[config.mk]
export PLATFORM = sky130hd
export DESIGN_NAME = lpht_ram
export DESIGN_NICKNAME = d
export VERILOG_FILES = /design/src/sv/linear_probe_hash_table_assert.svh /design/src/sv/lpht_ram.sv
export SDC_FILE = /design/constraint.sdc
export NUM_CORES = 1
export LEC_CHECK = 0
export ABC_AREA = 1
export BUFFER_PORTS_ARGS = -buffer_cell sky130_fd_sc_hd__buf_2
export CORE_MARGIN = 2
export CORE_UTILIZATION = 36
export DETAILED_ROUTE_END_ITERATION = 6
export GPL_TIMING_DRIVEN = 0
export PLACE_DENSITY = 0.59
export SYNTH_ARGS = -nofsm -noshare
export SYNTH_HDL_FRONTEND = slang
export SYNTH_SLANG_ARGS = --single-unit
[constraint.sdc]
create_clock -name clock -period 2.4 [get_ports clock]
set_input_delay 0.24 -clock clock [delete_from_list [all_inputs] [get_ports clock]]
set_output_delay 0.24 -clock clock [all_outputs]
set_load 0.03 [all_outputs]
[src/sv/linear_probe_hash_table_assert.svh]
// assertion macros for the hash table block
`ifndef LINEAR_PROBE_HASH_TABLE_ASSERT_SVH
`define LINEAR_PROBE_HASH_TABLE_ASSERT_SVH

`ifndef NO_ASSERTIONS

// a condition that holds at every clock edge out of reset
`define LPHT_ASSERT(label, prop, msg) \
   label: assert property (@(posedge clock) disable iff (reset) (prop)) else $error(msg);

// a condition that implies another in the following cycle
`define LPHT_ASSERT_NEXT(label, pre, post, msg) \
   label: assert property (@(posedge clock) disable iff (reset) (pre) |=> (post)) else $error(msg);

`else

`define LPHT_ASSERT(label, prop, msg)

`define LPHT_ASSERT_NEXT(label, pre, post, msg)

`endif

`endif

[src/sv/lpht_ram.sv]
`timescale 1ns / 1ps
`default_nettype none

module lpht_ram #(
   parameter int WIDTH = 8,
   parameter int DEPTH = 16
) (
   input  wire logic                     clock,
   input  wire logic                     rd_en,
   input  wire logic [$clog2(DEPTH)-1:0] rd_addr,
   output      logic [WIDTH-1:0]         rd_data,
   input  wire logic                     wr_en,
   input  wire logic [$clog2(DEPTH)-1:0] wr_addr,
   input  wire logic [WIDTH-1:0]         wr_data
);

   logic [WIDTH-1:0] mem_ff [DEPTH];
   logic [WIDTH-1:0] rd_data_ff;

   always_ff @(posedge clock) begin
      if (wr_en) begin
         mem_ff[wr_addr] <= wr_data;
      end
      if (rd_en) begin
         rd_data_ff <= mem_ff[rd_addr];
      end
   end

   assign rd_data = rd_data_ff;

endmodule

`default_nettype wire

# After elaboration in Yosys (flattened, before gate mapping)
# Memories as Yosys holds them, arrays and structs flattened. A register that Yosys moved wholly into a read port is not among the register bits.
# Index checks and enable logic that the tools add are counted.
# Widths: inputs -> output; s select.
# word_totals
in_bits	19
ramBits	128
word_cells	3
n_memories	1
regBits	0
output_inout_bits	8
# classes
n_mux	2
# memory_table
memory	depth	width	read_ports	rd_ports_with_merged_regs	wr	line_no	text
mem_ff	16	8	1	1	1	lpht_ram.sv:17	logic [WIDTH-1:0] mem_ff [DEPTH];
# op_table
operator	count
$mux 1	2

# Depth between registers and ports, before layout
# Gate-level depths: netlist of run 1.
# depth
word_depth	2
ltp_mapped	8

# Worst setup path after synthesis of run 1
# No wires, ideal clock.
# synth_path
path_type	in2reg
from	in wr_addr[2]
to	mem mem_ff[10][0], enable pin
n_path_buf	0
path_stages	2
required_ps	2030
path_slack_ps	1209
t_arrival_ps	821
cell_sequence	nand3b_1 nor2_1
# synth_lines
element	line_no	text
start: declaration	lpht_ram.sv:13	input wire logic [$clog2(DEPTH)-1:0] wr_addr,
end: declaration	lpht_ram.sv:17	
# No word-level cell before the write port.

# Worst setup path in the final report of run 1
# layout_path
from	in wr_addr[3]
to	mem mem_ff[7][7], enable pin
# No word-level cell before the write port.

==> results.yml, run 1 <==
run_status:
  run_status: "complete, no violations"
global_routing:
  grt_overflow_total: 0
  grt_max_degree: 17
  grt_pass1_vias: 3676
  antenna_found_initial: 0
  track_usage_pct: 16.9
  grt_pass1_wl_um: 21400
timing:
  slew_headroom_pct: 28.3
  hold_ws_ns: 0.154
  hold_violations: 0
  min_period_over_period_pct: 62.3
  min_period_ns: 1.49
  rsz0062_at_grt: "no"
  setup_viol: 0
  slew_violations: 0
  setup_tns_ns: 0
  worst_slew_pin_slew_ns: 1.07
  fin_skew_ns: 0.00520
  clock.fmax_ghz: 0.669
logic_synthesis:
  synth_top_area_cell: "edfxtp_1"
  ys_ff_latch: 136
  synth_area_leaders: "edfxtp_1 (70%), nand2_1 (11%), nand3_1 (8.3%)"
  synth_nets: 570
  yosys_warnings: 0
  synth_cell_type_count: 11
  synth_top_cell_area_share_pct: 69.8
  netlist_area_um2: 5850
  synthCells: 551
  syn_area_per_cell_um2: 10.6
  yosysSeqAreaShare_pct: 69.8
cts:
  htree_levels: 4
  root_buffer: "clkbuf_16"
  post_cts_buffers: 0
  cts_made_buffers: 17
  clkLatencyLatePin_ns: 0.42
  cts_tree: "done"
  clk_pin_slew_worst_paths_ns: 0.05
  cts_resized: 0
  cts_hold_buf: 0
  clock_path_buffers: 2
  clock_sinks: 136
hold_path:
  min_path_type: "in -> reg"
worst_setup_path:
  critical_path.endpoint: "mem_ff[7][7]$_DFFE_PP_"
  cp_data_arrival_time_ns: 1.53
  cpPeakStageDelay_ns: 0.88
  slowest_stage: "nor2_1"
  r2r_cells: 6
  r2r_slack_ns: 1.24
  path_max_fanout: 8
  critPathKind: "in -> reg"
  cp-start-kind: "input port"
  cp_data_required_time_ns: 2.44
  path_cells: "buf_2 > nand3b_1 > nor2_1"
  end_kind: "flip-flop"
  critical_path.startpoint: "wr_addr[3]"
  timing.rr.end: "rd_data[4]$_DFFE_PP_"
  r2r_start: "mem_ff[1][4]$_DFFE_PP_"
detailed_routing:
  via_count: 3858
  avgViaCountPerCell: 4.69
  routed_wl_um: 14100
  wl_per_cell_um: 17.1
  drtPass1Iterations: 5
  drc: 0
  drt_iter0_markers: 409
  drt.antenna.violating_nets: 0
finish:
  area_growth_pct: 15.9
  layout-drive-gt1-share_pct: 12.4
  stdcell_count: 822
  nNetsFinal: 612
  final_core_util_pct: 42.7
  diodes: 0
  fillers: 1547
floorplan:
  rows: 46
  die_h_um: 131
  die_w_um: 131
  initial_utilization_pct: 36.8
  core-area_um2: 15900
  dieArea_um2: 17300
  io_pins: 27
power:
  pwr-share-comb_pct: 6.7
  power.internal_mw: 4.28
  power_density_nw_per_um2: 809
  netSwitchingFraction_pct: 21.9
  seqPwrFrac_pct: 49.0
  power.total_mw: 5.49
  peakVddDrop_mv: 0.546
  clockPowerShare_pct: 44.3
  p_leak_nw: 2.90
  switchingPower_mw: 1.20
placement:
  finalWeightedCongestion: 0.906
  portBuffers: 23
  placedCellCount: 790
  hpwlAfterDp_um: 9310
run:
  cap_violations: 0
[registers in the layout, summed over array words and instances, names as in the netlist]
register,count
mem_ff,128
rd_data,8
[per-layer routing]
layer / vias up / wire (um) / track usage (%)
li1: 1871 / - / -
met1: 1809 / 6430 / 23.7
met2: 158 / 6360 / 25.5
met3: 20 / 1010 / 4.01
met4: 0 / 253 / 6.46
met5: - / 0 / 0
[layout make-up]
type	count	area, um2	share of cell area [%]
Sequential cell	136	4080	60.2
Tap cell	216	270	3.99
Inverter	102	383	5.65
Timing Repair Buffer	23	115	1.70
Multi-Input combinational cell	289	1210	17.9
Clock inverter	11	106	1.57
Clock buffer	21	440	6.50
Buffer	24	166	2.45
[through the flow]
stage                     setup WS, ns  instance area (um2)
after floorplan                   1.21                 5850
after global placement           0.636                 6230
after detailed placement         0.570                 6230
after CTS                        0.990                 6780
after global routing             0.911                 6780
final                            0.906                 6780
[power by group through the flow]
stage / clock network (mW) / registers (mW) / logic (mW)
4_1_cts: 2.46 / 2.69 / 0.364
3_3_place_gp: 0 / 2.74 / 0.358
6_report: 2.43 / 2.69 / 0.365
2_1_floorplan: 0 / 2.76 / 0.188
3_5_place_dp: 0 / 2.74 / 0.362
5_1_grt: 2.55 / 2.69 / 0.399
[worst min path at each step]
stage | startpoint | end | slack [ns] | cells past startpoint
after CTS | rd_en | rd_data[2]$_DFFE_PP_ | 0.15 | 1
final | rd_en | rd_data[2]$_DFFE_PP_ | 0.15 | 1
after global placement | rd_en | rd_data[2]$_DFFE_PP_ | 0.57 | 1
after global routing | rd_en | rd_data[2]$_DFFE_PP_ | 0.16 | 1
after detailed placement | rd_en | rd_data[2]$_DFFE_PP_ | 0.58 | 1
after floorplan | wr_data[0] | mem_ff[0][0]$_DFFE_PP_ | 0.34 | 0
[synthesized netlist by cell type]
cell	count
buf_1	1
buf_2	13
buf_4	4
buf_6	6
edfxtp_1	136
inv_1	100
inv_2	2
nand2_1	173
nand3_1	97
nand3b_1	2
nor2_1	17
[critical path, delay by kind of cell]
family	cells	cell delay, ns
buf+inv	1	0.12
simple gates	2	1.17
[kinds of logic after synthesis]
group                  count (synthesis)  synth area share (%)
buffers and inverters                126                  9.39
flip-flops                           136                  69.8
AND/OR/NAND/NOR                      289                  20.8
[cells in the final DEF (no fill, tap or decap)]
cell,instances
buf_2,36
inv_1,100
clkbuf_1,4
buf_1,1
inv_2,2
clkinv_2,7
nor2_1,17
clkbuf_16,17
clkinvlp_4,1
edfxtp_1,136
buf_6,6
clkinv_1,1
bufinv_16,2
nand2_1,173
nand3b_1,2
buf_4,4
nand3_1,97
No activity file was read; power rests on OpenSTA's default activity.
==> inputs of run 2 (changes only) <==
Settings changed: ABC_AREA 1 to 0, PLACE_DENSITY 0.59 to 0.6.
Clock period 2.4 ns to 1.5 ns, I/O delays scaled along.
==> results.yml, run 2 <==
power:
  clockPowerShare_pct: 41.7
  power.internal_mw: 6.50
  p_leak_nw: 1.99
  switchingPower_mw: 1.68
  power_density_nw_per_um2: 1340
  seqPwrFrac_pct: 52.6
  peakVddDrop_mv: 1.02
  pwr-share-comb_pct: 5.7
  netSwitchingFraction_pct: 20.5
cts:
  clkLatencyLatePin_ns: 0.41
  htree_levels: 4
  clk_pin_slew_worst_paths_ns: 0.05
  cts_tree: "done"
  clock_sinks: 136
  post_cts_buffers: 0
  cts_made_buffers: 17
  clock_path_buffers: 2
  root_buffer: "clkbuf_16"
  cts_hold_buf: 0
worst_setup_path:
  cp_data_arrival_time_ns: 1.65
  cp_num_buf_inv: 0
  path_cells: "mux4_2 > a22oi_2 > nand2_1"
  crit_family: "multiplexers"
  end_kind: "flip-flop"
  critPathKind: "reg -> reg"
  cp_data_required_time_ns: 1.64
  cpPeakStageDelay_ns: 0.50
  slowest_stage: "mux4_2"
  r2r_slack_ns: -0.01
  cp-start-kind: "flip-flop"
  path_max_fanout: 1
run:
  cap_violations: 0
logic_synthesis:
  synth_cell_type_count: 18
  synthTopCellsByCount: "edfxtp_1 (136), mux4_2 (18), a22oi_1 (16)"
  netlist_area_um2: 5230
  yosysMostFrequentCell: "edfxtp_1"
  synth_top_area_cell: "edfxtp_1"
  syn_area_per_cell_um2: 22.8
  synth_area_leaders: "edfxtp_1 (78%), mux4_2 (7.8%), mux4_1 (7.0%)"
  ys_ff_latch: 136
  synth-edff-count: 136
  yosys_warnings: 0
  synth_flop_cell: "edfxtp_1"
  synth_async_sr_flop_share_pct: 0
  synth_top_cell_area_share_pct: 78.1
  synth_nets: 248
  yosysSeqAreaShare_pct: 78.1
  synthCells: 229
detailed_routing:
  wl_per_cell_um: 22.2
  drtPass1Iterations: 4
  via_count: 2441
  drc: 0
  drt_iter0_markers: 144
  drt.antenna.violating_nets: 0
  routed_wl_um: 10400
  avgViaCountPerCell: 5.22
floorplan:
  io_pins: 27
  rows: 44
  die_w_um: 125
  dieArea_um2: 15500
  initial_utilization_pct: 36.4
  core-area_um2: 14400
  die_h_um: 125
finish:
  final_cell_area_um2: 6110
  regArea_um2: 4080
  final_core_util_pct: 42.5
  nNetsFinal: 293
  diodes: 0
  largest_reg_flops: 128
  final_cell_mix: "edfxtp_1 (136), buf_2 (29), mux4_2 (22)"
  area_growth_pct: 16.9
  mostFrequentLayoutCell: "edfxtp_1"
  multi_input_area_um2: 1100
  fillers: 1239
  stdcell_count: 468
  layout-drive-gt1-share_pct: 32.4
  largest-register: "mem_ff"
placement:
  portBuffers: 25
  dp_slack_ns: -0.471
  hpwlAfterDp_um: 6500
  placed_cell_area_um2: 5590
  placedCellCount: 438
  finalWeightedCongestion: 0.765
timing:
  fin_skew_ns: 0.0117
  rsz0062_at_grt: "yes"
  slew_violations: 0
  min_period_ns: 1.51
  worst_slew_pin_slew_ns: 0.908
  min_period_over_period_pct: 101
  slew_headroom_pct: 39.2
  hold_violations: 0
  setup_slack_ns: -0.0121
  clock.fmax_ghz: 0.661
  setup_tns_ns: -0.0121
  setup_viol: 1
global_routing:
  grt_pass1_vias: 2517
  grt_pass1_wl_um: 15600
  grt_max_degree: 17
  track_usage_pct: 14.5
  antenna_found_initial: 0
  grt_overflow_total: 0
run_status:
  violations: "setup timing"
  run_status: "finished, violations left"
hold_path:
  min_path_type: "in -> reg"
-- run 2: cell count changes in the layout (fill, tap and decap cells not counted), sizes merged, moves of 3 or more --
cell	change
nand2	-164
buf	-14
mux4	+32
nor3	+4
clkdlybuf4s25	+3
nand3	-96
inv	-102
a22oi	+16
nor2	-4
-- run 2: final timing paths --
| check | cells past startpoint | end | startpoint |
|---|---|---|---|
| worst max-delay path | 3 | rd_data[0]$_DFFE_PP_ | mem_ff[2][0]$_DFFE_PP_ |
| worst min register to register | 3 | rd_data[1]$_DFFE_PP_ | mem_ff[15][1]$_DFFE_PP_ |
| worst min-delay path | 1 | rd_data[3]$_DFFE_PP_ | rd_en |
| worst max register to register | 3 | rd_data[0]$_DFFE_PP_ | mem_ff[2][0]$_DFFE_PP_ |
-- run 2: kinds of logic after synthesis --
family | synth area share, %
mux | 14.8
simple gates | 3.14
flops | 78.1
compound gates | 2.30
buf+inv | 1.65
-- run 2: through the flow --
| stage | hold WS, ns | power, mW |
|---|---|---|
| detailed placement | 0.495 | 4.83 |
| finish | 0.0699 | 8.18 |
| floorplan | 0.249 | 4.63 |
| global route | 0.0599 | 8.48 |
| CTS | 0.0540 | 8.27 |
| global placement | 0.488 | 4.82 |
-- run 2: cell type report --
type,count,share of cell area [%]
sequential,136,66.9
clock inverter,8,0.574
multi-input combinational,83,18.0
buffer,10,1.41
clock buffer,21,7.21
timing repair buffer,26,2.13
tap,184,3.77
-- run 2: worst register-to-register path, stage by stage, from the launching register on --
cell	delay, ns
edfxtp_1	0.36
mux4_2	0.50
a22oi_2	0.25
nand2_1	0.13
-- run 2: power groups by stage --
| stage | logic [mW] | registers (mW) | clock network [mW] |
|---|---|---|---|
| after detailed placement | 0.448 | 4.38 | 0 |
| after global routing | 0.498 | 4.31 | 3.67 |
| final | 0.464 | 4.30 | 3.41 |
| after floorplan | 0.216 | 4.42 | 0 |
| after global placement | 0.441 | 4.37 | 0 |
| after CTS | 0.463 | 4.30 | 3.50 |
-- run 2: what timing repair did --
| item | CTS | global route |
|---|---|---|
| pin swaps | 2 | 5 |
| endpoints found under the setup margin | 14 | 31 |
| gates resized for setup | 10 | 5 |
| endpoints found under the hold margin | 0 | 0 |
-- run 2: routing by layer --
layer | vias to the layer above | track usage, % | routed length [um] | part of all wire, %
li1 | 1068 | - | - | -
met1 | 1268 | 19.6 | 4610 | 44
met2 | 89 | 21.2 | 4900 | 47
met3 | 16 | 5.03 | 691 | 6.7
met4 | 0 | 6.15 | 181 | 1.7
met5 | - | 0 | 0 | 0
