## src/sv/linear_probe_hash_table_assert.svh

```systemverilog
// assertion macros for the hash table block
`ifndef LINEAR_PROBE_HASH_TABLE_ASSERT_SVH
`define LINEAR_PROBE_HASH_TABLE_ASSERT_SVH

`ifndef NO_ASSERTIONS

// a condition that holds at every clock edge out of reset
`define LPHT_ASSERT(label, prop, msg) \
   label: assert property (@(posedge clock) disable iff (reset) (prop)) else $error(msg);

// a condition that implies another in the following cycle
`define LPHT_ASSERT_NEXT(label, pre, post, msg) \
   label: assert property (@(posedge clock) disable iff (reset) (pre) |=> (post)) else $error(msg);

`else

`define LPHT_ASSERT(label, prop, msg)

`define LPHT_ASSERT_NEXT(label, pre, post, msg)

`endif

`endif

```

## src/sv/lpht_pkg.sv

```systemverilog
`timescale 1ns / 1ps
`default_nettype none

package lpht_pkg;

   localparam int LOG2_SLOTS = 10;
   localparam int SLOTS      = 1 << LOG2_SLOTS;
   localparam int IDX_W      = LOG2_SLOTS;
   localparam int CNT_W      = LOG2_SLOTS + 1;

   // an insert is refused once count + 1 reaches 60% of the slots, rounded up
   localparam logic [CNT_W-1:0] LOAD_LIMIT = CNT_W'((6 * SLOTS + 9) / 10);

   localparam logic [63:0] MIX_C1 = 64'h3C79AC492BA7B653;
   localparam logic [63:0] MIX_C2 = 64'h1C69B3F74AC4AE35;
   localparam int          MIX_S1 = 27;
   localparam int          MIX_S2 = 33;

   typedef enum logic [1:0] {
      OP_GET   = 2'd0,
      OP_PUT   = 2'd1,
      OP_CLEAR = 2'd2,
      OP_NOP   = 2'd3
   } opcode_type;

   typedef enum logic [1:0] {
      ST_OK        = 2'd0,
      ST_NOT_FOUND = 2'd1,
      ST_FULL      = 2'd2,
      ST_ZERO_KEY  = 2'd3
   } status_type;

   typedef struct packed {
      opcode_type  opcode;
      logic [63:0] lookup_key;
      logic [63:0] store_value;
   } req_type;

   typedef struct packed {
      status_type  status;
      logic [63:0] found_value;
      logic        was_inserted;
   } rsp_type;

   typedef struct packed {
      logic        used;
      logic [63:0] key;
      logic [63:0] value;
   } entry_type;

   localparam int ENTRY_W = $bits(entry_type);

   typedef struct packed {
      logic             rd_en;
      logic [IDX_W-1:0] rd_addr;
      logic             wr_en;
      logic [IDX_W-1:0] wr_addr;
      entry_type        wr_data;
   } ram_cmd_type;

   // partial products of the two 64 x 64 multiplies, low half only
   typedef enum logic [2:0] {
      HS_MUL1_LL = 3'd0,
      HS_MUL1_LH = 3'd1,
      HS_MUL1_HL = 3'd2,
      HS_MUL2_LL = 3'd3,
      HS_MUL2_LH = 3'd4,
      HS_MUL2_HL = 3'd5
   } hash_step_type;

   typedef enum logic [2:0] {
      S_CLEAR  = 3'd0,
      S_IDLE   = 3'd1,
      S_HASH   = 3'd2,
      S_PROBE  = 3'd3,
      S_FINISH = 3'd4
   } state_type;

endpackage

`default_nettype wire

```

## src/sv/lpht_hash.sv

```systemverilog
`timescale 1ns / 1ps
`default_nettype none

module lpht_hash
   import lpht_pkg::*;
(
   input  wire logic             clock,
   input  wire logic             reset,
   input  wire logic             start,
   input  wire logic [63:0]      key,
   output      logic             done,
   output      logic [IDX_W-1:0] home_idx
);

   logic             busy_ff, busy_in;
   hash_step_type    step_ff, step_in;
   logic [63:0]      x_ff, x_in;
   logic [63:0]      acc_ff, acc_in;
   logic             done_ff, done_in;
   logic [IDX_W-1:0] idx_ff, idx_in;

   logic [31:0] mul_a;
   logic [31:0] mul_c;
   logic [63:0] prod;
   logic [31:0] hi_sum;
   logic [63:0] sum;
   logic [63:0] mixed;

   // one 32 x 32 multiplier, shared by all six partial products
   always_comb begin
      mul_a = x_ff[31:0];
      mul_c = 32'd0;
      case (step_ff)
         HS_MUL1_LL: mul_c = MIX_C1[31:0];
         HS_MUL1_LH: mul_c = MIX_C1[63:32];
         HS_MUL1_HL: begin
            mul_a = x_ff[63:32];
            mul_c = MIX_C1[31:0];
         end
         HS_MUL2_LL: mul_c = MIX_C2[31:0];
         HS_MUL2_LH: mul_c = MIX_C2[63:32];
         HS_MUL2_HL: begin
            mul_a = x_ff[63:32];
            mul_c = MIX_C2[31:0];
         end
         default: mul_c = 32'd0;
      endcase
   end

   assign prod   = 64'(mul_a) * 64'(mul_c);
   assign hi_sum = acc_ff[63:32] + prod[31:0];
   assign sum    = {hi_sum, acc_ff[31:0]};
   assign mixed  = sum ^ (sum >> MIX_S1);

   always_comb begin
      busy_in = busy_ff;
      step_in = step_ff;
      x_in    = x_ff;
      acc_in  = acc_ff;
      done_in = 1'b0;
      idx_in  = idx_ff;
      if (start) begin
         x_in    = key ^ (key >> MIX_S1);
         step_in = HS_MUL1_LL;
         busy_in = 1'b1;
      end else if (busy_ff) begin
         step_in = hash_step_type'(step_ff + 3'd1);
         case (step_ff)
            HS_MUL1_LL, HS_MUL2_LL: acc_in = prod;
            HS_MUL1_LH, HS_MUL2_LH: acc_in = sum;
            HS_MUL1_HL:             x_in   = sum ^ (sum >> MIX_S2);
            HS_MUL2_HL: begin
               idx_in  = mixed[IDX_W-1:0];
               done_in = 1'b1;
               busy_in = 1'b0;
            end
            default: busy_in = 1'b0;
         endcase
      end
   end

   always_ff @(posedge clock) begin
      if (reset) begin
         busy_ff <= 1'b0;
         done_ff <= 1'b0;
         step_ff <= HS_MUL1_LL;
      end else begin
         busy_ff <= busy_in;
         done_ff <= done_in;
         step_ff <= step_in;
      end
      x_ff   <= x_in;
      acc_ff <= acc_in;
      idx_ff <= idx_in;
   end

   assign done     = done_ff;
   assign home_idx = idx_ff;

endmodule

`default_nettype wire

```

## config.mk

```make
export PLATFORM = sky130hd
export DESIGN_NAME = lpht_hash
export DESIGN_NICKNAME = d
export VERILOG_FILES = /design/src/sv/linear_probe_hash_table_assert.svh /design/src/sv/lpht_pkg.sv /design/src/sv/lpht_hash.sv
export SDC_FILE = /design/constraint.sdc
export NUM_CORES = 2
export LEC_CHECK = 0
export BUFFER_PORTS_ARGS = -buffer_cell sky130_fd_sc_hd__buf_2
export CAP_MARGIN = 20
export CORE_ASPECT_RATIO = 0.7
export CORE_UTILIZATION = 45
export DETAILED_ROUTE_END_ITERATION = 10
export GPL_ROUTABILITY_DRIVEN = 0
export MAX_ROUTING_LAYER = met4
export PLACE_DENSITY = 0.63
export SETUP_SLACK_MARGIN = 0.05
export SLEW_MARGIN = 0
export SYNTH_ARGS = -nofsm -noshare
export SYNTH_HDL_FRONTEND = slang
export SYNTH_SLANG_ARGS = --single-unit
```

## constraint.sdc

```tcl
create_clock -name clock -period 20 [get_ports clock]
set_input_delay 1 -clock clock [delete_from_list [all_inputs] [get_ports clock]]
set_output_delay 1 -clock clock [all_outputs]
set_load 0.02 [all_outputs]
```

Word-level counts from Yosys, hierarchy flattened
Index checks and enable logic that the tools add are counted.
{ "totals": {"out_inout_bits": 11, "regBits": 143} }
{ "classes": {"reduce_logical": 16, "muxes": 10, "eq_ne": 5, "addsub": 2, "mul": 1, "bitwise_logic": 6} }
{ "ops": {"columns": ["operator", "n"], "rows": [
  ["2-to-1 mux 64 bit", 3],
  ["one-hot mux 64 bit (2 select lines)", 1],
  ["one-hot mux 31 bit (4 select lines)", 1],
  ["multiplier 32 x 32 -> 64 bit", 1],
  ["XOR 64 x 31 -> 64 bit", 1],
  ["XOR 64 x 37 -> 64 bit", 1],
  ["adder 32 bit", 1],
  ["2-to-1 mux 32 bit", 1],
  ["OR reduction 2 bit", 6],
  ["XOR 10 bit", 1],
  ["== test 3 x 2 -> 1 bit, second input constant", 2],
  ["== test 3 bit, second input constant", 2],
  ["AND reduction 3 bit", 2],
  ["nonzero test 2 bit", 3],
  ["OR reduction 5 bit", 1],
  ["2-to-1 mux 1 bit", 4],
  ["AND reduction 4 bit", 1],
  ["adder 3 x 1 -> 3 bit, second input constant", 1],
  ["== test 3 x 1 -> 1 bit, second input constant", 1],
  ["logical NOT 3 bit", 1],
  ["NOT 1 bit", 3],
  ["OR reduction 3 bit", 1],
  ["AND reduction 2 bit", 1]
]} }

Longest topological paths before layout
{ "logic_depth": {"word_depth": 9, "depth_mapped": 45, "mapped_depth_nobuf": 43} }

Least setup slack after synthesis
No wires, ideal clock.
{ "synth_path": {"path_type": "register to register", "startpoint": "reg step_ff[0]", "endpoint": "reg acc_ff[57] (data pin)", "path_slack_ns": 10.044, "t_arrival_ns": 9.691, "setup_time_ns": 0.265, "stages_incl_launch_ff": 39, "cell_sequence": "dfxtp_1 inv_1 ha_1 nor2b_1 a21oi_1 buf_2 buf_4 mux2i_1 nor2_1 nor2_1 fa_1 inv_1 fa_1 fa_1 inv_1 fa_1 inv_1 fa_1 (+3 left out) fa_1 fa_1 ha_1 and3_1 a31o_1 or3_1 buf_4 xor2_1 ha_1 nand4_1 o21ai_0 a31oi_1 o211ai_1 a221oi_2 o21ai_1 xnor2_1 o21ai_0 or3_1"} }
{ "synth_via": {"elab_chain_len": 6, "word_cells_on_any_way": 16, "classes_between": "1 x add/sub; 1 x mul; 5 x eq/ne; 3 x mux; 6 x reduce/logical"} }
{ "synth_rtl": {"columns": ["item", "line_no", "source"], "rows": [
  ["start: declaration", "lpht_hash.sv:16", "hash_step_type step_ff, step_in;"],
  ["start signal: assignment", "lpht_hash.sv:90", "step_ff <= step_in;"],
  ["== test 3 bit, or another cell as far along", "lpht_hash.sv:33", "case (step_ff)"],
  ["OR reduction 2 bit (no source line)", null, null],
  ["one-hot mux 31 bit (4 select lines) or 2-to-1 mux 32 bit (tied branches)", "lpht_hash.sv:33", null],
  ["multiplier 32 x 32 -> 64 bit", "lpht_hash.sv:50", "assign prod = 64'(mul_a) * 64'(mul_c);"],
  ["adder 32 bit", "lpht_hash.sv:51", "assign hi_sum = acc_ff[63:32] + prod[31:0];"],
  ["one-hot mux 64 bit (2 select lines) (*)", "lpht_hash.sv:68", "case (step_ff)"],
  ["end signal: assignment", "lpht_hash.sv:93", "acc_ff <= acc_in;"],
  ["end: declaration", "lpht_hash.sv:18", "logic [63:0] acc_ff, acc_in;"]
]} }
Every way passes the cells marked *; elsewhere a longest branch is shown, timed or not. The select of a mux whose other input is x is not followed.
A chain may end at the register's enable or synchronous reset.

Worst setup path in the final report
{ "layout_path": {"startpoint": "reg step_ff[0]", "endpoint": "reg acc_ff[61] (data pin)"} }
The elaborated chain is that of the path after synthesis.

==> reports/metrics.json <==
{
  "run_status": "finished clean",
  "ios": 78,
  "multi_input_comb_area_mm2": 0.0295,
  "cts.reportedPaths.clkPinSlew_ns": 0.07,
  "routing_usage_on_met2": 0.403,
  "final_cell_area_mm2": 0.0402,
  "netlist.area_leader.share": 0.442,
  "synth.area.top_cells": "fa_1 44%, edfxtp_1 11%, ha_1 11%, inv_1 9.8%, nor2_1 4.0%",
  "synth.net_count": 5167,
  "grt_overflow": 0,
  "vias": 28800,
  "setup_total_negative_slack_ns": 0,
  "grt_max_degree": 95,
  "drive_above_1_share": 0.0553,
  "routed_wl_um": 132000,
  "fillCellCount": 7818,
  "initial_core_util": 0.457,
  "timing.critical_path.mode_cell": "fa_1",
  "drt_first_iter_violations": 4022,
  "die_h_um": 245,
  "synth_top_area_cell": "fa_1",
  "synthesis.area_per_instance_um2": 9.63,
  "layout_commonest_cell": "inv_1",
  "antenna_left": 0,
  "dpl.hpwl_um": 117000,
  "worstHoldPathType": "reg -> reg",
  "post_cts.resized_instances": 0,
  "fp.dieW_um": 349,
  "max_stage_delay_ns": 0.70,
  "fp.dieArea_mm2": 0.0854,
  "max-cap-violations": 0,
  "layout_common_cells": "993 x inv_1, 836 x fa_1, 397 x nor2_1",
  "cts_inserted_buffers": 25,
  "number_of_flip_flops_and_latches_in_the_synthesized_netlist": 143,
  "floorplan.core_area_mm2": 0.0829,
  "final_max_slew_viol_count": 0,
  "first_pass_iters": 6,
  "post-cts-setup-buffers": 0,
  "critical_path_arrival_ns": 12.59,
  "ys_async_sr_fraction": 0,
  "io_buffers": 77,
  "rsz_0062_raised_after_global_routing": "no",
  "start_kind": "register",
  "final_net_count": 5205,
  "required_ns": 20.22,
  "area_growth_pct": 6.08,
  "detailed_place.area_mm2": 0.0395,
  "maximum_buffer_depth_of_the_clock_tree": 3,
  "period_needed_ns": 12.37,
  "synth-seq-area-share": 0.112,
  "synth_enable_flop_cells": 138,
  "hold_viol": 0,
  "clock_tree.root_cell": "clkbuf_16",
  "rows": 88,
  "timing.critical_path.fanout_max": 39,
  "h-tree-depth": 4,
  "route.detailed.drc": 0,
  "drt-vias-per-instance": 5.63,
  "slew-limit-headroom": 0.231,
  "storage_element_area_mm2": 0.00424,
  "clk_latency_ns": 0.50,
  "yosys_warnings": 0,
  "number_of_antenna_violations_at_the_first_check_in_global_routing": 5,
  "total_routing_usage_gr": 0.328,
  "postCtsHoldBufs": 0,
  "met3_usage": 0.140,
  "yosys.cell_types.count": 89,
  "via_count_of_the_first_global_routing_pass": 29000,
  "cts_sinks": 143,
  "clock_skew_ns": 0.0244,
  "timing_worst_setup_path_type": "reg -> reg",
  "cts_tree": "yes",
  "groute.layer.met1.usage": 0.482,
  "total_standard_cell_area_after_synthesis_mm2": 0.0379,
  "synth-main-ff-cell": "edfxtp_1",
  "setup-violations-final": 0,
  "cp_slowest_cell": "buf_4",
  "top_usage_layer": "met1",
  "end_kind": "register",
  "fmax_mhz": 80.9,
  "slew_worst_pin_ns": 1.12,
  "period_share": 0.618,
  "routedWlPerCell_um": 25.8,
  "first_pass_grt_wire_length_um": 195000,
  "netlist_instances": 3936
}
## state kept, by name (all words and copies together) (netlist names)
register	flops
x_ff	64
step_ff	3
done	1
home_idx	10
busy_ff	1
acc_ff	64
## worst max-delay path, delay by kind of cell, from the launching register on
kind	cells	cell delay, ns
xor gates and xnor gates	2	0.70
buffers and inverters	6	1.18
adders and majority gates	11	4.92
AOI/OAI and AO/OA	9	2.41
and+or+nand+nor	8	1.71
muxes	1	0.67
DFF	1	0.42
## worst paths after layout
path               from  cells after the start          end  slack [ns]
max          step_ff[0]                     37   acc_ff[61]        7.63
min           acc_ff[7]                      1  home_idx[7]        0.60
max reg2reg  step_ff[0]                     37   acc_ff[61]        7.63
min reg2reg   acc_ff[7]                      1  home_idx[7]        0.60
## layout make-up
cell class | instances | share of cell area
tap | 1125 | 0.0350
clock buffer | 29 | 0.0162
sequential | 143 | 0.106
timing repair buffer | 114 | 0.0165
multi-input combinational | 2696 | 0.733
clock inverter | 3 | 0.000405
antenna | 8 | 0.000498
inverter | 994 | 0.0928
## kinds of logic (layout without fill, tap and decap cells)
logic type,after synthesis,in the layout,share of synthesized area
AO/OA/AOI/OAI,454,454,0.0737
buffers and inverters,1097,1140,0.112
other,0,8,0
adder cells (fa/ha/maj),1164,1164,0.550
AND/OR/NAND/NOR,857,857,0.0975
XOR/XNOR,156,156,0.0366
multiplexers,65,65,0.0179
flip-flops,143,143,0.112
## cell usage after synthesis, types with 8 or more instances
master / count
inv_1: 993
fa_1: 836
nor2_1: 402
ha_1: 328
nand2_1: 266
a21oi_1: 140
edfxtp_1: 138
o21ai_0: 138
xor2_1: 79
xnor2_1: 75
clkbuf_1: 74
mux2i_1: 43
a21o_1: 36
and2_1: 32
nor3_1: 28
nand4_1: 25
mux2_2: 22
nand3_1: 22
o21ai_1: 18
o21bai_1: 18
or2_2: 16
o211ai_1: 14
o21a_1: 14
or3_1: 12
buf_2: 10
buf_4: 10
and4_1: 8
nor2b_1: 8
## per-stage QoR
step / hold slack (ns) / std cells / utilization / worst slack [ns]
after floorplan: 0.545 / 3936 / - / 10.04
after detailed placement: 0.576 / 5071 / 0.476 / 7.78
after global placement: 0.573 / 5070 / 0.476 / 8.07
final: 0.602 / 5112 / 0.485 / 7.63
after global routing: 0.619 / 5107 / 0.485 / 7.00
after CTS: 0.596 / 5103 / 0.484 / 7.75
## routing by layer
layer / vias up / routed length [um] / share of wire
met5: - / 0 / 0
met4: 0 / 4500 / 0.034
met2: 1978 / 49100 / 0.37
met3: 245 / 21500 / 0.16
met1: 14400 / 56700 / 0.43
li1: 12200 / - / -
Power is not shown: default switching activity piles up to over one toggle a cycle in this logic, so the estimate is an artifact.
