**config.mk**
```make
export PLATFORM = sky130hd
export DESIGN_NAME = lpht_ctrl
export DESIGN_NICKNAME = d
export VERILOG_FILES = /design/src/sv/lpht_pkg.sv /design/src/sv/lpht_ctrl.sv
export VERILOG_INCLUDE_DIRS = /design/src /design/src/sv
export SDC_FILE = /design/constraint.sdc
export NUM_CORES = 1
export LEC_CHECK = 0
export ABC_AREA = 1
export BUFFER_PORTS_ARGS = -buffer_cell sky130_fd_sc_hd__buf_2
export CORE_AREA = 2 2 216 218
export CTS_CLUSTER_DIAMETER = 50
export DETAILED_ROUTE_END_ITERATION = 6
export DIE_AREA = 0 0 218 220
export GPL_TIMING_DRIVEN = 0
export MAX_ROUTING_LAYER = met4
export PLACE_DENSITY_LB_ADDON = 0.1
export SYNTH_ARGS = -nofsm -noshare
export SYNTH_HDL_FRONTEND = slang
export SYNTH_SLANG_ARGS = --single-unit
```
**constraint.sdc**
```tcl
create_clock -name clock -period 8.2 [get_ports clock]
set_input_delay 1.23 -clock clock [delete_from_list [all_inputs] [get_ports clock]]
set_output_delay 1.23 -clock clock [all_outputs]
set_load 0.02 [all_outputs]
```
**src/sv/linear_probe_hash_table_assert.svh**
```systemverilog
// assertion macros for the hash table block
`ifndef LINEAR_PROBE_HASH_TABLE_ASSERT_SVH
`define LINEAR_PROBE_HASH_TABLE_ASSERT_SVH

`ifndef NO_ASSERTIONS

// a condition that holds at every clock edge out of reset
`define LPHT_ASSERT(label, prop, msg) \
   label: assert property (@(posedge clock) disable iff (reset) (prop)) else $error(msg);

// a condition that implies another in the following cycle
`define LPHT_ASSERT_NEXT(label, pre, post, msg) \
   label: assert property (@(posedge clock) disable iff (reset) (pre) |=> (post)) else $error(msg);

`else

`define LPHT_ASSERT(label, prop, msg)

`define LPHT_ASSERT_NEXT(label, pre, post, msg)

`endif

`endif

```
**src/sv/lpht_pkg.sv**
```systemverilog
`timescale 1ns / 1ps
`default_nettype none

package lpht_pkg;

   localparam int LOG2_SLOTS = 10;
   localparam int SLOTS      = 1 << LOG2_SLOTS;
   localparam int IDX_W      = LOG2_SLOTS;
   localparam int CNT_W      = LOG2_SLOTS + 1;

   // an insert is refused once count + 1 reaches 60% of the slots, rounded up
   localparam logic [CNT_W-1:0] LOAD_LIMIT = CNT_W'((6 * SLOTS + 9) / 10);

   localparam logic [63:0] MIX_C1 = 64'h3C79AC492BA7B653;
   localparam logic [63:0] MIX_C2 = 64'h1C69B3F74AC4AE35;
   localparam int          MIX_S1 = 27;
   localparam int          MIX_S2 = 33;

   typedef enum logic [1:0] {
      OP_GET   = 2'd0,
      OP_PUT   = 2'd1,
      OP_CLEAR = 2'd2,
      OP_NOP   = 2'd3
   } opcode_type;

   typedef enum logic [1:0] {
      ST_OK        = 2'd0,
      ST_NOT_FOUND = 2'd1,
      ST_FULL      = 2'd2,
      ST_ZERO_KEY  = 2'd3
   } status_type;

   typedef struct packed {
      opcode_type  opcode;
      logic [63:0] lookup_key;
      logic [63:0] store_value;
   } req_type;

   typedef struct packed {
      status_type  status;
      logic [63:0] found_value;
      logic        was_inserted;
   } rsp_type;

   typedef struct packed {
      logic        used;
      logic [63:0] key;
      logic [63:0] value;
   } entry_type;

   localparam int ENTRY_W = $bits(entry_type);

   typedef struct packed {
      logic             rd_en;
      logic [IDX_W-1:0] rd_addr;
      logic             wr_en;
      logic [IDX_W-1:0] wr_addr;
      entry_type        wr_data;
   } ram_cmd_type;

   // partial products of the two 64 x 64 multiplies, low half only
   typedef enum logic [2:0] {
      HS_MUL1_LL = 3'd0,
      HS_MUL1_LH = 3'd1,
      HS_MUL1_HL = 3'd2,
      HS_MUL2_LL = 3'd3,
      HS_MUL2_LH = 3'd4,
      HS_MUL2_HL = 3'd5
   } hash_step_type;

   typedef enum logic [2:0] {
      S_CLEAR  = 3'd0,
      S_IDLE   = 3'd1,
      S_HASH   = 3'd2,
      S_PROBE  = 3'd3,
      S_FINISH = 3'd4
   } state_type;

endpackage

`default_nettype wire

```
**src/sv/lpht_ctrl.sv**
```systemverilog
`timescale 1ns / 1ps
`default_nettype none

`include "linear_probe_hash_table_assert.svh"

module lpht_ctrl
   import lpht_pkg::*;
(
   input  wire logic             clock,
   input  wire logic             reset,
   input  wire logic             req_valid,
   output      logic             req_ready,
   input  wire req_type          req_data,
   input  wire logic             out_free,
   output      logic             rsp_load,
   output      rsp_type          rsp_next,
   output      logic             hash_start,
   output      logic [63:0]      hash_key,
   input  wire logic             hash_done,
   input  wire logic [IDX_W-1:0] hash_idx,
   output      ram_cmd_type      ram_cmd,
   input  wire entry_type        ram_rdata
);

   state_type        state_ff, state_in;
   req_type          req_ff, req_in;
   logic [IDX_W-1:0] idx_ff, idx_in;
   logic [IDX_W-1:0] sweep_ff, sweep_in;
   logic             sweep_rsp_ff, sweep_rsp_in;
   logic [CNT_W-1:0] count_ff, count_in;

   logic             accept;
   logic             key_zero;
   logic             is_access;
   logic             hit;
   logic             probe_end;
   logic             at_limit;
   logic [CNT_W-1:0] count_inc;

   assign accept    = req_valid && req_ready;
   assign key_zero  = (req_data.lookup_key == 64'd0);
   assign is_access = (req_ff.opcode == OP_GET) || (req_ff.opcode == OP_PUT);
   assign hit       = ram_rdata.used && (ram_rdata.key == req_ff.lookup_key);
   assign probe_end = !ram_rdata.used || hit;
   assign count_inc = count_ff + 1'b1;
   assign at_limit  = (count_inc >= LOAD_LIMIT);

   // next state
   always_comb begin
      state_in = state_ff;
      case (state_ff)
         S_CLEAR: begin
            if (&sweep_ff) begin
               state_in = sweep_rsp_ff ? S_FINISH : S_IDLE;
            end
         end
         S_IDLE: begin
            if (req_valid) begin
               if (req_data.opcode == OP_CLEAR) begin
                  state_in = S_CLEAR;
               end else if (req_data.opcode == OP_NOP || key_zero) begin
                  state_in = S_FINISH;
               end else begin
                  state_in = S_HASH;
               end
            end
         end
         S_HASH: begin
            if (hash_done) begin
               state_in = S_PROBE;
            end
         end
         S_PROBE: begin
            if (probe_end && out_free) begin
               state_in = S_IDLE;
            end
         end
         S_FINISH: begin
            if (out_free) begin
               state_in = S_IDLE;
            end
         end
         default: state_in = S_IDLE;
      endcase
   end

   // outputs and datapath updates
   always_comb begin
      req_ready    = (state_ff == S_IDLE);
      req_in       = req_ff;
      idx_in       = idx_ff;
      sweep_in     = sweep_ff;
      sweep_rsp_in = sweep_rsp_ff;
      count_in     = count_ff;
      hash_start   = 1'b0;
      hash_key     = req_data.lookup_key;
      rsp_load     = 1'b0;
      rsp_next     = '{status: ST_OK, found_value: 64'd0, was_inserted: 1'b0};
      ram_cmd      = '{rd_en: 1'b0, rd_addr: idx_ff, wr_en: 1'b0, wr_addr: idx_ff,
                       wr_data: '{used: 1'b1, key: req_ff.lookup_key,
                                  value: req_ff.store_value}};
      case (state_ff)
         S_CLEAR: begin
            ram_cmd.wr_en   = 1'b1;
            ram_cmd.wr_addr = sweep_ff;
            ram_cmd.wr_data = '0;
            sweep_in        = sweep_ff + 1'b1;
         end
         S_IDLE: begin
            if (accept) begin
               req_in = req_data;
               if (req_data.opcode == OP_CLEAR) begin
                  count_in     = '0;
                  sweep_in     = '0;
                  sweep_rsp_in = 1'b1;
               end else if (req_data.opcode != OP_NOP && !key_zero) begin
                  hash_start = 1'b1;
               end
            end
         end
         S_HASH: begin
            if (hash_done) begin
               ram_cmd.rd_en   = 1'b1;
               ram_cmd.rd_addr = hash_idx;
               idx_in          = hash_idx;
            end
         end
         S_PROBE: begin
            if (!probe_end) begin
               // occupied by another key: step on, wrapping at the end
               ram_cmd.rd_en   = 1'b1;
               ram_cmd.rd_addr = idx_ff + 1'b1;
               idx_in          = idx_ff + 1'b1;
            end else if (out_free) begin
               rsp_load = 1'b1;
               if (req_ff.opcode == OP_GET) begin
                  if (hit) begin
                     rsp_next.found_value = ram_rdata.value;
                  end else begin
                     rsp_next.status = ST_NOT_FOUND;
                  end
               end else if (hit) begin
                  ram_cmd.wr_en        = 1'b1;
                  rsp_next.found_value = req_ff.store_value;
               end else if (at_limit) begin
                  rsp_next.status = ST_FULL;
               end else begin
                  ram_cmd.wr_en         = 1'b1;
                  count_in              = count_inc;
                  rsp_next.found_value  = req_ff.store_value;
                  rsp_next.was_inserted = 1'b1;
               end
            end
         end
         S_FINISH: begin
            sweep_rsp_in = 1'b0;
            if (out_free) begin
               rsp_load = 1'b1;
               if (is_access) begin
                  rsp_next.status = ST_ZERO_KEY;
               end
            end
         end
         default: rsp_load = 1'b0;
      endcase
   end

   always_ff @(posedge clock) begin
      if (reset) begin
         state_ff     <= S_CLEAR;
         sweep_ff     <= '0;
         sweep_rsp_ff <= 1'b0;
         count_ff     <= '0;
      end else begin
         state_ff     <= state_in;
         sweep_ff     <= sweep_in;
         sweep_rsp_ff <= sweep_rsp_in;
         count_ff     <= count_in;
      end
      req_ff <= req_in;
      idx_ff <= idx_in;
   end

   `LPHT_ASSERT(a_count_below_limit, count_ff < LOAD_LIMIT, "entry count reached load limit")
   `LPHT_ASSERT(a_no_read_write_overlap, !(ram_cmd.rd_en && ram_cmd.wr_en), "slot read and write together")
   `LPHT_ASSERT(a_hash_done_waited, !hash_done || state_ff == S_HASH, "hash finished while not waiting")
   `LPHT_ASSERT(a_load_when_free, !rsp_load || out_free, "response loaded over a pending one")
   `LPHT_ASSERT_NEXT(a_clear_empties, state_ff == S_CLEAR, count_ff == '0, "count not zero during clear")

endmodule

`default_nettype wire

```
; ---- Word level (Yosys, flattened, before mapping)
; Index checks and enable logic that the tools add are counted.
[totals]
regBits = 165
latchBits = 0
ramBits = 0
rom_bits = 0
inputBits = 274
out_inout_bits = 285
word_cells = 115
mem_count = 0
[classes]
addsub = 3
mul = 0
div = 0
n_lt_le_gt_ge = 1
n_eq_ne = 22
shifts = 0
n_mux = 58
bitwise = 0
n_reduce_logical = 23
[ops]
columns = cell, n
row1 = $mux W139, 1
row2 = $mux W67, 2
row3 = $mux W65, 2
row4 = $mux W64, 2
row5 = $mux W11, 9
row6 = $mux W66, 1
row7 = $eq A64 B64 Y1, 1
row8 = $logic_not A64 Y1, 1
row9 = $pmux W11 S2, 2
row10 = $mux W10, 4
row11 = $pmux W10 S2, 2
row12 = $mux W3, 8
row13 = $ne A2 B2 Y1 const B, 12
row14 = $add A10 B1 Y10 const B, 2
row15 = $mux W1, 16
row16 = $pmux W3 S5, 1
row17 = $add A11 B1 Y11 const B, 1
row18 = $ge A11 B10 Y1 const B, 1
row19 = $reduce_and A10 Y1, 1
row20 = $reduce_and A3 Y1, 3
row21 = $mux W2, 4
row22 = $reduce_and A8 Y1, 1
row23 = $reduce_bool A2 Y1, 4
row24 = $eq A3 B2 Y1 const B, 2
row25 = 14 further kinds, 24

; ---- Longest topological paths before layout
[depth]
depth_word = 8
mapped_depth = 15
mapped_depth_nobuf = 14

; ---- Worst setup path after synthesis
; No wires, ideal clock.
[synth_path]
path_kind = input to register
startpoint = input req_valid
endpoint = register sweep_ff[9]
t_arrival_ns = 8.020
t_required_ns = 8.081
path_slack_ns = 0.061
stages = 9
cell_sequence = inv_1 > nor2_1 > nand2_1 > nand2_1 > nand2_1 > nor4_2 > nand2_1 > o21ai_0 > a21oi_1
[synth_via]
elab_chain_cells = 3
[synth_rtl]
columns = item, line_no
row1 = start: declaration, lpht_ctrl.sv:11  ; input wire logic req_valid,
row2 = $logic_and A1 B1 Y1, lpht_ctrl.sv:40  ; assign accept = req_valid && req_ready;
row3 = $ne A2 B1 Y1 (no source line), --
row4 = $reduce_and A3 Y1 (no source line), --
row5 = end signal: assignment, lpht_ctrl.sv:176  ; sweep_ff <= sweep_in;
row6 = end: declaration, lpht_ctrl.sv:28  ; logic [IDX_W-1:0] sweep_ff, sweep_in;
; No other way between the ends.
; A chain may end at the register's enable or synchronous reset.

==> impl_metrics.yaml <==
status:
  status: "finished clean"
finish:
  nNetsFinal: 2335
  seq_area_sq_um: 4705
  layout_commonest_cell: "buf_2"
  fillCellCount: 5120
  area_delta_synth_final_pct: 40.85
  final_util: 0.3227
  layout-drive-gt1-share: 0.3440
  layout_common_cells: "buf_2 (574), nand2_1 (392), nor2_1 (252), inv_1 (217), edfxtp_1 (140)"
  multiInputGateArea_sq_um: 4134
synthesis:
  synth_simple_gate_area_frac: 0.3061
  yosys_warnings: 0
  synth_compound_area_frac: 0.06930
  synth_area_sq_um: 10510
  ys_types: 35
  ys_ff_latch: 165
  synth_top_family_by_area: "simple AND/OR/NAND/NOR gates"
  synth_xor_area_frac: 0.01250
  synth_nets: 1754
  avgSynthCellArea_sq_um: 7.119
  synth_cells: 1476
  synth_sequential_area_ratio: 0.4477
  synth_fa_ha_area_frac: 0.004763
  synthMuxAreaShare: 0
power:
  ir_drop_v: 0.0001388
  leakagePower_nw: 7.953
  power.density_nw_per_um2: 232.0
clock_network:
  root_buffer: "clkbuf_16"
  post_cts_buffers: 0
  cts_tree: "yes"
  clkTransAtPathRegs_ns: 0.07
  clk_path_buf_depth: 2
  cts_buffers: 17
  clk_latency_ns: 0.45
  cts_resized: 0
  hold_buffers: 0
  cts_max_level: 4
  clock-sinks: 165
die:
  fp.dieW_um: 218
  coreArea_sq_um: 45860
  start_util: 0.2291
  dieArea_sq_um: 47960
  die_h_um: 220
  num_rows: 79
  ios: 559
route:
  drt-vias-per-instance: 4.213
  firstDrtPassIters: 5
  vias: 11340
  wire_per_inst_um: 17.34
  postRouteAntennaNets: 0
  drt-total-wl_um: 46680
  drtIter0Drc: 575
  drc_errors: 0
timing:
  fin_ws_ns: 3.020
  period_share: 0.6317
  setup_viol: 0
  period_needed_ns: 5.180
  drv_slew: 0
  fin_skew_ns: 0.01303
  fmax_mhz: 193.0
  hold_viol_final: 0
  relSlewSlack: 0.2501
  rsz0062_at_grt: "false"
  tightest_slew_ns: 1.125
global_routing:
  track_usage: 0.1931
  grt_pass1_wl_um: 66120
  grt_max_degree: 32
  gr-total-overflow: 0
  grt_pass1_vias: 10810
  grt_antenna_before_repair: 17
worst_setup_path:
  cp.arrival_ns: 3.95
  critPathKind: "primary input to output pin"
  crit_fanout: 10
  startpoint_type: "primary input"
  cp-end-kind: "output pin"
  worstPathRequired_ns: 6.97
placed_design:
  gp_congestion: 0.9160
  place_ws_ns: 2.881
  port_buffers: 557
  dp_hpwl_um: 38710
worst_hold_path:
  hold_class: "flip-flop to flip-flop"
job:
  max-cap-violations: 0
==> cell usage after synthesis, drive strengths merged <==
master,instances,area (sq um)
nand2,393,1478
nor2,257,979.7
inv,237,889.6
edfxtp,140,4204
nand3,124,620.6
buf,92,674.4
o21ai,91,455.4
a21oi,36,191.4
clkbuf,28,105.1
dfxtp,25,500.5
xor2,14,122.6
nand4,9,56.30
nor3,7,35.03
a22oi,4,30.03
ha,4,50.05
nand3b,3,22.52
a221oi,2,17.52
clkinv,2,7.510
nor4,2,18.77
a211oi,1,12.51
a31oi,1,6.260
o21bai,1,7.510
o31ai,1,7.510
or2,1,6.260
xnor2,1,8.760
==> per-layer routing <==
metal / share of wire / up-vias / GRT usage
li1: - / 5739 / -
met1: 0.43 / 5187 / 0.2300
met2: 0.49 / 370 / 0.3224
met3: 0.058 / 46 / 0.03892
met4: 0.021 / 0 / 0.07166
met5: 0 / - / -
==> through the flow <==
step                      TNS [ns]  total power [mW]  instance area, sq um  std cells  hold slack [ns]
after global placement     -389.07             2.625                 14050       2640           0.4454
after floorplan                  0             2.002                 10510       1476           0.4293
after detailed placement         0             2.605                 14150       2645           0.4439
after CTS                        0             3.496                 14760       2677           0.4563
after global routing             0             3.661                 14800       2692           0.4674
final                            0             3.434                 14800       2692           0.4552
==> report_power, final <==
part / total (mW) / leakage (nW) / internal, mW / switching, mW
registers: 1.13 / 1.47 / 1.05 / 0.0807
logic: 1.43 / 6.19 / 0.426 / 1.00
clock network: 0.869 / 0.295 / 0.506 / 0.363
total: 3.43 / 7.95 / 1.99 / 1.45
==> final timing paths <==
kind	startpoint	cells past startpoint	endpoint	slack [ns]
worst min register to register	count_ff[10]$_SDFFE_PP0P_	2	count_ff[10]$_SDFFE_PP0P_	0.46
worst max-delay path	ram_rdata[121]	15	rsp_next[39]	3.02
worst max register to register	state_ff[1]$_SDFFE_PP0P_	10	sweep_ff[9]$_SDFFE_PP0P_	5.54
worst min-delay path	count_ff[10]$_SDFFE_PP0P_	2	count_ff[10]$_SDFFE_PP0P_	0.46
==> worst max-delay path, cell delays in order <==
cell and delay [ns]:
buf_2 0.09, inv_1 0.03, nand2_1 0.04, nand2_1 0.05, nor2_1 0.13, nand2_1 0.10, nor2_1 0.15, nand2_1 0.14
nor2_1 0.34, nand2_1 0.24, a21oi_4 0.40, nand2_2 0.29, buf_6 0.23, o21ai_1 0.26, buf_2 0.23
==> kinds of logic after synthesis <==
logic type,count (synthesis)
AO/OA/AOI/OAI,137
XOR/XNOR,15
adder cells (fa/ha/maj),4
buffers and inverters,359
flip-flops,165
AND/OR/NAND/NOR,796
==> area by class of cell <==
| class | instances | share of cell area |
|---|---|---|
| clock buffer | 17 | 0.02874 |
| inverter | 239 | 0.06061 |
| antenna | 15 | 0.002536 |
| multi-input combinational | 952 | 0.2793 |
| timing repair buffer | 562 | 0.1943 |
| buffer | 120 | 0.05267 |
| clock inverter | 15 | 0.01268 |
| tap | 607 | 0.05131 |
| sequential | 165 | 0.3179 |
==> flip-flops by register name (all words and copies together) (netlist names) <==
| register | count |
|---|---|
| idx_ff | 10 |
| sweep_ff | 10 |
| count_ff | 11 |
| req_ff | 130 |
| state_ff | 3 |
| sweep_rsp_ff | 1 |
Note: power is estimated with default switching activity, not from simulation.
